### config.mk
export PLATFORM = sky130hd
export DESIGN_NAME = mptc_ctrl
export DESIGN_NICKNAME = d
export VERILOG_FILES = /design/src/rtl/core/monotone_polygon_triangulator_core_assert.svh /design/src/rtl/core/mptc_pkg.sv /design/src/rtl/core/mptc_ctrl.sv
export SDC_FILE = /design/constraint.sdc
export NUM_CORES = 1
export LEC_CHECK = 0
export BUFFER_PORTS_ARGS = -buffer_cell sky130_fd_sc_hd__buf_2
export CORE_UTILIZATION = 58
export CTS_BUF_LIST = sky130_fd_sc_hd__clkbuf_2
export DETAILED_ROUTE_END_ITERATION = 8
export PLACE_DENSITY = 0.87
export SLEW_MARGIN = 20
export SYNTH_ARGS = -nofsm -noshare
export SYNTH_HDL_FRONTEND = slang
export SYNTH_SLANG_ARGS = --single-unit
### constraint.sdc
create_clock -name clock -period 2 [get_ports clock]
set_input_delay 0.2 -clock clock [delete_from_list [all_inputs] [get_ports clock]]
set_output_delay 0.2 -clock clock [all_outputs]
set_load 0.005 [all_outputs]
### src/rtl/core/monotone_polygon_triangulator_core_assert.svh
// ----------------------------------------------------------------------------
// Assertion macros for the monotone polygon triangulator core.
// Shared concurrent assertion forms used by the core's datapath module.
// ----------------------------------------------------------------------------
`ifndef MONOTONE_POLYGON_TRIANGULATOR_CORE_ASSERT_SVH
`define MONOTONE_POLYGON_TRIANGULATOR_CORE_ASSERT_SVH

// The condition must never hold outside reset.
`define MPTC_ASSERT_NEVER(label, clk, rst, cond, msg) \
   label: assert property (@(posedge clk) disable iff (rst) !(cond)) else $error(msg);

// The consequent must hold in the cycle after the antecedent.
`define MPTC_ASSERT_NEXT(label, clk, rst, ante, cons, msg) \
   label: assert property (@(posedge clk) disable iff (rst) (ante) |=> (cons)) else $error(msg);

`endif

### src/rtl/core/mptc_pkg.sv
// ----------------------------------------------------------------------------
// mptc_pkg
// Types and constants shared by the monotone polygon triangulator modules.
// ----------------------------------------------------------------------------
package mptc_pkg;

   localparam int MAX_VERTICES = 64;
   localparam int IDX_W        = 6;
   localparam int CNT_W        = 7;
   localparam int COORD_W      = 32;

   typedef struct packed {
      logic signed [COORD_W-1:0] point_x;
      logic signed [COORD_W-1:0] point_y;
      logic                      last_point;
   } point_type;

   typedef struct packed {
      logic signed [COORD_W-1:0] first_x;
      logic signed [COORD_W-1:0] first_y;
      logic signed [COORD_W-1:0] second_x;
      logic signed [COORD_W-1:0] second_y;
      logic signed [COORD_W-1:0] apex_x;
      logic signed [COORD_W-1:0] apex_y;
      logic                      final_triangle;
   } triangle_type;

   typedef struct packed {
      logic signed [COORD_W-1:0] x;
      logic signed [COORD_W-1:0] y;
      logic [IDX_W-1:0]          idx;
   } slot_type;

   typedef enum logic [4:0] {
      S_LOAD, S_RK_RDI, S_RK_LDI, S_RK_REQ, S_RK_CMP, S_RK_WR,
      S_SW_ST0, S_SW_ST1, S_F_SO, S_F_XY, S_F_CAP, S_DEC,
      S_CR_MAG, S_CR_P, S_CR_Q, S_CR_DEC, S_EMIT, S_EM_WAIT,
      S_POP, S_POP_CAP, S_FL_W0, S_FL_W1, S_PUSH, S_ADV
   } state_type;

   typedef enum logic [4:0] {
      OP_NONE, OP_LOAD, OP_RK_RDI, OP_RK_LDI, OP_RK_REQ, OP_RK_CMP, OP_RK_WR,
      OP_SW_ST0, OP_SW_ST1, OP_F_SO, OP_F_XY, OP_F_CAP,
      OP_CR_MAG, OP_CR_P, OP_CR_Q, OP_EMIT, OP_POP, OP_POP_CAP,
      OP_FL_W0, OP_FL_W1, OP_PUSH, OP_ADV
   } op_type;

   typedef enum logic [2:0] {
      RET_INIT_B, RET_FETCH_I, RET_DEC, RET_EMIT, RET_CROSS, RET_ADV
   } ret_type;

   typedef enum logic [1:0] {
      SLOT_T, SLOT_B, SLOT_I
   } slot_sel_type;

   typedef enum logic [2:0] {
      PSEL_ZERO, PSEL_ONE, PSEL_I, PSEL_IM1, PSEL_BP
   } psel_type;

   typedef struct packed {
      op_type       op;
      slot_sel_type slot;
      psel_type     psel;
      logic         flush;
   } cmd_type;

   typedef struct packed {
      logic acc_last;
      logic poly_ok;
      logic j_end;
      logic i_end;
      logic flush;
      logic brk;
      logic pop_two;
      logic rsp_done;
   } status_type;

endpackage

### src/rtl/core/mptc_ctrl.sv
// ----------------------------------------------------------------------------
// mptc_ctrl
// Sequencer for loading, ranking by x and the stack sweep of the triangulator.
// ----------------------------------------------------------------------------
module mptc_ctrl import mptc_pkg::*; (
   input  logic       clock,
   input  logic       reset,
   input  status_type st,
   output cmd_type    cmd
);

   state_type    state_ff, state_in;
   ret_type      ret_ff, ret_in;
   slot_sel_type slot_ff, slot_in;
   psel_type     psel_ff, psel_in;
   logic         flush_ff, flush_in;

   always_ff @(posedge clock) begin
      if (reset) begin
         state_ff <= S_LOAD;
         ret_ff   <= RET_DEC;
         slot_ff  <= SLOT_T;
         psel_ff  <= PSEL_ZERO;
         flush_ff <= 1'b0;
      end else begin
         state_ff <= state_in;
         ret_ff   <= ret_in;
         slot_ff  <= slot_in;
         psel_ff  <= psel_in;
         flush_ff <= flush_in;
      end
   end

   always_comb begin
      state_in  = state_ff;
      ret_in    = ret_ff;
      slot_in   = slot_ff;
      psel_in   = psel_ff;
      flush_in  = flush_ff;
      cmd.op    = OP_NONE;
      cmd.slot  = slot_ff;
      cmd.psel  = psel_ff;
      cmd.flush = flush_ff;
      case (state_ff)
         S_LOAD: begin
            cmd.op = OP_LOAD;
            if (st.acc_last && st.poly_ok) begin
               state_in = S_RK_RDI;
            end
         end
         S_RK_RDI: begin
            cmd.op   = OP_RK_RDI;
            state_in = S_RK_LDI;
         end
         S_RK_LDI: begin
            cmd.op   = OP_RK_LDI;
            state_in = S_RK_REQ;
         end
         S_RK_REQ: begin
            cmd.op   = OP_RK_REQ;
            state_in = S_RK_CMP;
         end
         S_RK_CMP: begin
            cmd.op   = OP_RK_CMP;
            state_in = st.j_end ? S_RK_WR : S_RK_REQ;
         end
         S_RK_WR: begin
            cmd.op   = OP_RK_WR;
            state_in = st.i_end ? S_SW_ST0 : S_RK_RDI;
         end
         S_SW_ST0: begin
            cmd.op   = OP_SW_ST0;
            state_in = S_SW_ST1;
         end
         S_SW_ST1: begin
            cmd.op   = OP_SW_ST1;
            psel_in  = PSEL_ONE;
            slot_in  = SLOT_T;
            ret_in   = RET_INIT_B;
            state_in = S_F_SO;
         end
         S_F_SO: begin
            cmd.op   = OP_F_SO;
            state_in = S_F_XY;
         end
         S_F_XY: begin
            cmd.op   = OP_F_XY;
            state_in = S_F_CAP;
         end
         S_F_CAP: begin
            cmd.op = OP_F_CAP;
            case (ret_ff)
               RET_INIT_B: begin
                  psel_in  = PSEL_ZERO;
                  slot_in  = SLOT_B;
                  ret_in   = RET_FETCH_I;
                  state_in = S_F_SO;
               end
               RET_FETCH_I: begin
                  psel_in  = PSEL_I;
                  slot_in  = SLOT_I;
                  ret_in   = RET_DEC;
                  state_in = S_F_SO;
               end
               RET_DEC:   state_in = S_DEC;
               RET_EMIT:  state_in = S_EMIT;
               RET_CROSS: state_in = S_CR_MAG;
               RET_ADV:   state_in = S_ADV;
               default:   state_in = S_LOAD;
            endcase
         end
         S_DEC: begin
            flush_in = st.flush;
            state_in = st.flush ? S_EMIT : S_CR_MAG;
         end
         S_CR_MAG: begin
            cmd.op   = OP_CR_MAG;
            state_in = S_CR_P;
         end
         S_CR_P: begin
            cmd.op   = OP_CR_P;
            state_in = S_CR_Q;
         end
         S_CR_Q: begin
            cmd.op   = OP_CR_Q;
            state_in = S_CR_DEC;
         end
         S_CR_DEC: begin
            state_in = st.brk ? S_PUSH : S_EMIT;
         end
         S_EMIT: begin
            cmd.op   = OP_EMIT;
            state_in = S_EM_WAIT;
         end
         S_EM_WAIT: begin
            if (st.rsp_done) begin
               state_in = S_POP;
            end
         end
         S_POP: begin
            cmd.op = OP_POP;
            if (st.pop_two) begin
               state_in = S_POP_CAP;
            end else begin
               state_in = flush_ff ? S_FL_W0 : S_PUSH;
            end
         end
         S_POP_CAP: begin
            cmd.op   = OP_POP_CAP;
            psel_in  = PSEL_BP;
            slot_in  = SLOT_B;
            ret_in   = flush_ff ? RET_EMIT : RET_CROSS;
            state_in = S_F_SO;
         end
         S_FL_W0: begin
            cmd.op   = OP_FL_W0;
            state_in = S_FL_W1;
         end
         S_FL_W1: begin
            cmd.op   = OP_FL_W1;
            psel_in  = PSEL_IM1;
            slot_in  = SLOT_B;
            ret_in   = RET_ADV;
            state_in = S_F_SO;
         end
         S_PUSH: begin
            cmd.op   = OP_PUSH;
            state_in = S_ADV;
         end
         S_ADV: begin
            cmd.op = OP_ADV;
            if (st.i_end) begin
               state_in = S_LOAD;
            end else begin
               psel_in  = PSEL_I;
               slot_in  = SLOT_I;
               ret_in   = RET_DEC;
               state_in = S_F_SO;
            end
         end
         default: state_in = S_LOAD;
      endcase
   end

endmodule

== Word-level counts from Yosys, hierarchy flattened ==
Index checks and enable logic that the tools add are counted.

* Register bits after elaboration: 14
* Bits of input ports: 10
* Output and inout bits: 11

* Equal/unequal tests: 32
* Multiplexer cells: 21
* Reductions and logical operators: 11

{| class="wikitable"
|+ Operators by type and width
! kind !! number
|-
| $pmux 5 s22 || 1
|-
| $pmux 5 s21 || 1
|-
| $eq 5x4->1 const B || 8
|-
| $eq 5x5->1 const B || 8
|-
| $pmux 3 s5 || 2
|-
| $pmux 5 s5 || 1
|-
| $eq 5x3->1 const B || 4
|-
| $mux 3 || 6
|-
| $mux 5 || 3
|-
| $pmux 3 s2 || 2
|-
| $eq 5x2->1 const B || 2
|-
| $pmux 2 s4 || 1
|-
| $eq 3x2->1 const B || 2
|-
| $eq 3x3->1 const B || 2
|-
| $ne 2x2->1 const B || 3
|-
| $reduce_and 3->1 || 2
|-
| $eq 5x1->1 const B || 1
|-
| $logic_not 5->1 || 1
|-
| $reduce_bool 5->1 || 1
|-
| $mux 2 || 2
|-
| $mux 4 || 1
|-
| $pmux 2 s2 || 1
|-
| $reduce_bool 4->1 || 1
|-
| $reduce_or 2->1 || 2
|-
| other kinds (6) || 6
|}

== Longest topological paths before layout ==
* Depth after elaboration: 4
* Depth in mapped cells: 7

== Worst setup path after synthesis ==
No wires, ideal clock.

* Path kind: register to register
* Start: register state_ff[0]
* End: register psel_ff[0]
* Setup time: 123 ps
* Arrival: 1,456 ps
* Data required time: 1,877 ps
* Path slack: 421 ps
* Cell stages (with the launch flop): 6
* Path buffers: 1
* Period minus slack after synthesis: 1,579 ps
* Cells stage by stage: dfxtp_1 > buf_2 > nand2_1 > nor3_1 > a21o_1 > mux2_1

* Longest elaborated chain between the ends: 3

{| class="wikitable"
|+ Ends and longest elaborated chain
! what !! RTL line !! text
|-
| start: declaration || mptc_ctrl.sv:12 || <nowiki>state_type state_ff, state_in;</nowiki>
|-
| start signal: assignment || mptc_ctrl.sv:26 || <nowiki>state_ff <= state_in;</nowiki>
|-
| $eq 5x4->1 (tied with other cells) || mptc_ctrl.sv:44 || <nowiki>case (state_ff)</nowiki>
|-
| $ne 3x3->1 (no line) (tied with other cells) || -- ||
|-
| $reduce_and 3->1 (no line) || -- ||
|-
| end signal: assignment || mptc_ctrl.sv:29 || <nowiki>psel_ff <= psel_in;</nowiki>
|-
| end: declaration || mptc_ctrl.sv:15 || <nowiki>psel_type psel_ff, psel_in;</nowiki>
|}

Several ways; a longest one is shown, not always the timed one.
A chain may end at the register's enable or synchronous reset.

==> qor.tcl <==
set qor(rsz0062_at_grt) {false}
set qor(cpLargestDelayFamily) {flip-flops}
set qor(post-synth-top-area-fraction_pct) 21.9
set qor(netlist_area_um2) 1280
set qor(buf_inv_stages_crit_path) 2
set qor(finalSetupTns_ps) 0
set qor(cts_made_buffers) 3
set qor(clock_tree.htree_level_count) 1
set qor(routed-via-count) 1437
set qor(routed_wirelength_um) 3490
set qor(num_antenna_cells) 0
set qor(clk_root_buffer_cell) {clkbuf_2}
set qor(max_transition_viols_final) 0
set qor(placed_cells) 209
set qor(finalNetCount) 197
set qor(crit_path_cell_trace) {buf_4 > nor2b_1 > a21oi_1 > o22a_1 > o22ai_1 > buf_2}
set qor(clk_pin_slew_ps) 150
set qor(initial_util_pct) 63.2
set qor(synth.largest_area_cell) {dfxtp_1}
set qor(rows) 16
set qor(initial_drc_count) 79
set qor(nFillCells) 178
set qor(power.density_nw_per_um2) 475
set qor(clk-insertion-delay-late_ps) 290
set qor(first_pass_iters) 6
set qor(synth_area_leaders) {dfxtp_1 22%, nand2b_1 4.9%, nor2_1 4.4%}
set qor(chipHeight_um) 49.0
set qor(detailed_place_hpwl_um) 2560
set qor(post_synth.cell_area_avg_um2) 7.48
set qor(net_count_after_synthesis) 181
set qor(vdd_drop_max_mv) 0.372
set qor(via_count_of_the_first_global_routing_pass) 1265
set qor(synth_enable_flop_cells) 0
set qor(avgViaCountPerCell) 6.75
set qor(cellLeakagePower_nw) 0.545
set qor(finalClockSkew_ps) 11.4
set qor(synthFlopType) {dfxtp_1}
set qor(hold_path_class) {input pin to flop}
set qor(setup.worst_path.start_class) {flop}
set qor(grt_start_max_net_pins) 25
set qor(detailed_route_drc_error_count) 0
set qor(yosys.cell_types.count) 50
set qor(layout-drive-gt1-share_pct) 22.6
set qor(multi_input_comb_area_um2) 891
set qor(layout_min_cycle_time_ps) 1900
set qor(overflow) 0
set qor(outcome) {completed}
set qor(post_cts.repair.setup_buffers) 0
set qor(critPathKind) {flop to output port}
set qor(postSynthRegisterBits) 14
set qor(maxCapViolCount) 0
set qor(end_kind) {output port}
set qor(layout_worst_path_cycle_share_pct) 95.1
set qor(cts_tree) {done}
set qor(finished_layout_cells) 213
set qor(critPathSlowestCell) {dfxtp_2}
set qor(wire_per_inst_um) 16.4
set qor(worstMarginPinSlew_ps) 401
set qor(placement.io_buffers) 20
set qor(fin_hold_ws_ps) 204
set qor(synth-async-reset-ratio_pct) 0
set qor(syn_to_final_growth_pct) 11.7
set qor(yosys_warnings) 0
set qor(synth-seq-area-share_pct) 21.9
set qor(max_frequency_mhz) 526
set qor(die-width_um) 49.0
set qor(slew_margin_rel_pct) 72.9
set qor(timing.final.hold_violations) 0
set qor(sequential_cell_area_um2) 284
set qor(first_pass_grt_wire_length_um) 5710
set qor(crit_path_arrival_time_ps) 1700
set qor(timing.critical_path.slowest_cell_delay_ps) 480
set qor(io_pins) 21
set qor(gr-usage-all-layers_pct) 30.6
set qor(crit_required_ps) 1800
set qor(antenna_found_initial) 0
set qor(cp_max_fo) 17
set qor(route.antenna.remaining_nets) 0
set qor(finalSetupViolations) 0
set qor(numClockSinks) 14
set qor(postCtsHoldBufs) 0
set qor(core_region_area_um2) 2020
set qor(syn_inst) 171
set qor(routabilityCongestion) 0.940
set qor(floorplan.die_area_um2) 2400
set qor(cts.path.max_buffers) 2
-- synthesized netlist by cell type (2+ instances only) --
| cell type | count |
|---|---|
| nor2_1 | 15 |
| dfxtp_1 | 14 |
| nand2b_1 | 10 |
| buf_2 | 9 |
| a21oi_1 | 8 |
| clkbuf_1 | 7 |
| inv_1 | 7 |
| nand2_1 | 7 |
| nor2b_1 | 7 |
| o21ai_0 | 7 |
| nor3_1 | 6 |
| nor4_1 | 6 |
| o22ai_1 | 6 |
| a21o_1 | 5 |
| a211oi_1 | 4 |
| a31oi_1 | 4 |
| a222oi_1 | 3 |
| mux2i_1 | 3 |
| nand3b_1 | 3 |
| o31ai_1 | 3 |
| o32ai_1 | 3 |
| a221oi_1 | 2 |
| a32oi_1 | 2 |
| buf_1 | 2 |
| or3b_1 | 2 |
| xnor2_1 | 2 |
-- report_power, final --
group	switching (mW)	total (mW)	internal, mW	leakage [nW]
Sequential	0.0190	0.307	0.288	0.114
Clock	0.0984	0.142	0.0434	0.0140
Combinational	0.131	0.230	0.0989	0.417
Total	0.249	0.679	0.430	0.545
-- logic make-up after synthesis --
logic type               count (synthesis)  synth area share [%]
adder cells (fa/ha/maj)                  1                 0.783
buffers and inverters                   26                  8.81
XOR/XNOR                                 3                  2.06
AO/OA/AOI/OAI                           58                  32.6
flip-flops                              14                  21.9
multiplexers                             4                  3.23
AND/OR/NAND/NOR                         65                  30.6
-- registers in the layout, summed over array words and instances (netlist names) --
name,count
ret_ff,3
psel_ff,3
state_ff,5
flush_ff,1
slot_ff,2
-- through the flow --
step	util, %	worst slack, ps	power (mW)	instance area [µm²]
3_5_place_dp	69.3	259	0.532	1400
4_1_cts	70.3	28.6	0.670	1420
6_report	70.7	98.1	0.679	1430
2_1_floorplan	-	421	0.475	1280
5_1_grt	70.7	19.4	0.712	1430
3_3_place_gp	69.3	251	0.529	1400
-- cell type report --
class	count	area share, %
timing repair buffer	30	12.3
inverter	7	1.84
clock buffer	3	1.05
multi-input combinational	131	62.3
clock inverter	1	0.263
tap	27	2.36
sequential	14	19.9
-- layer usage --
| layer | wire, µm | vias up | global-route usage (%) |
|---|---|---|---|
| li1 | - | 674 | - |
| met1 | 1470 | 671 | 40.9 |
| met2 | 1630 | 84 | 49.1 |
| met3 | 361 | 8 | 7.48 |
| met4 | 36 | 0 | 7.84 |
| met5 | 0 | - | 0 |
-- worst paths after layout --
path | endpoint | cells after the start | startpoint | slack, ps
hold / removal | flush_ff | 3 | st[3] | 200
hold reg to reg | psel_ff[1] | 2 | psel_ff[1] | 480
setup / recovery | cmd[7] | 6 | state_ff[0] | 100
setup reg to reg | slot_ff[1] | 4 | state_ff[3] | 210
-- worst reg2reg max path: stages, from the launching register on --
cell and delay, ps:
dfxtp_1 520, or3b_4 460, nor3b_4 220, nor2_1 70, a2111oi_2 410
-- cell usage in the layout (no fill, tap or decap), drive strengths merged, types with 4 or more instances in the layout --
cell / n
a211oi: 4
a21o: 5
a21oi: 8
a31oi: 4
buf: 30
dfxtp: 14
inv: 7
nand2: 7
nand2b: 10
nor2: 15
nor2b: 7
nor3: 6
nor4: 6
o21ai: 7
o22ai: 6
-- repair_timing --
| item | in CTS | in global routing |
|---|---|---|
| cloned | 0 | 0 |
| gates resized for setup | 1 | 3 |
| setup endpoints to repair | 1 | 2 |
No activity file was read; power rests on OpenSTA's default activity.
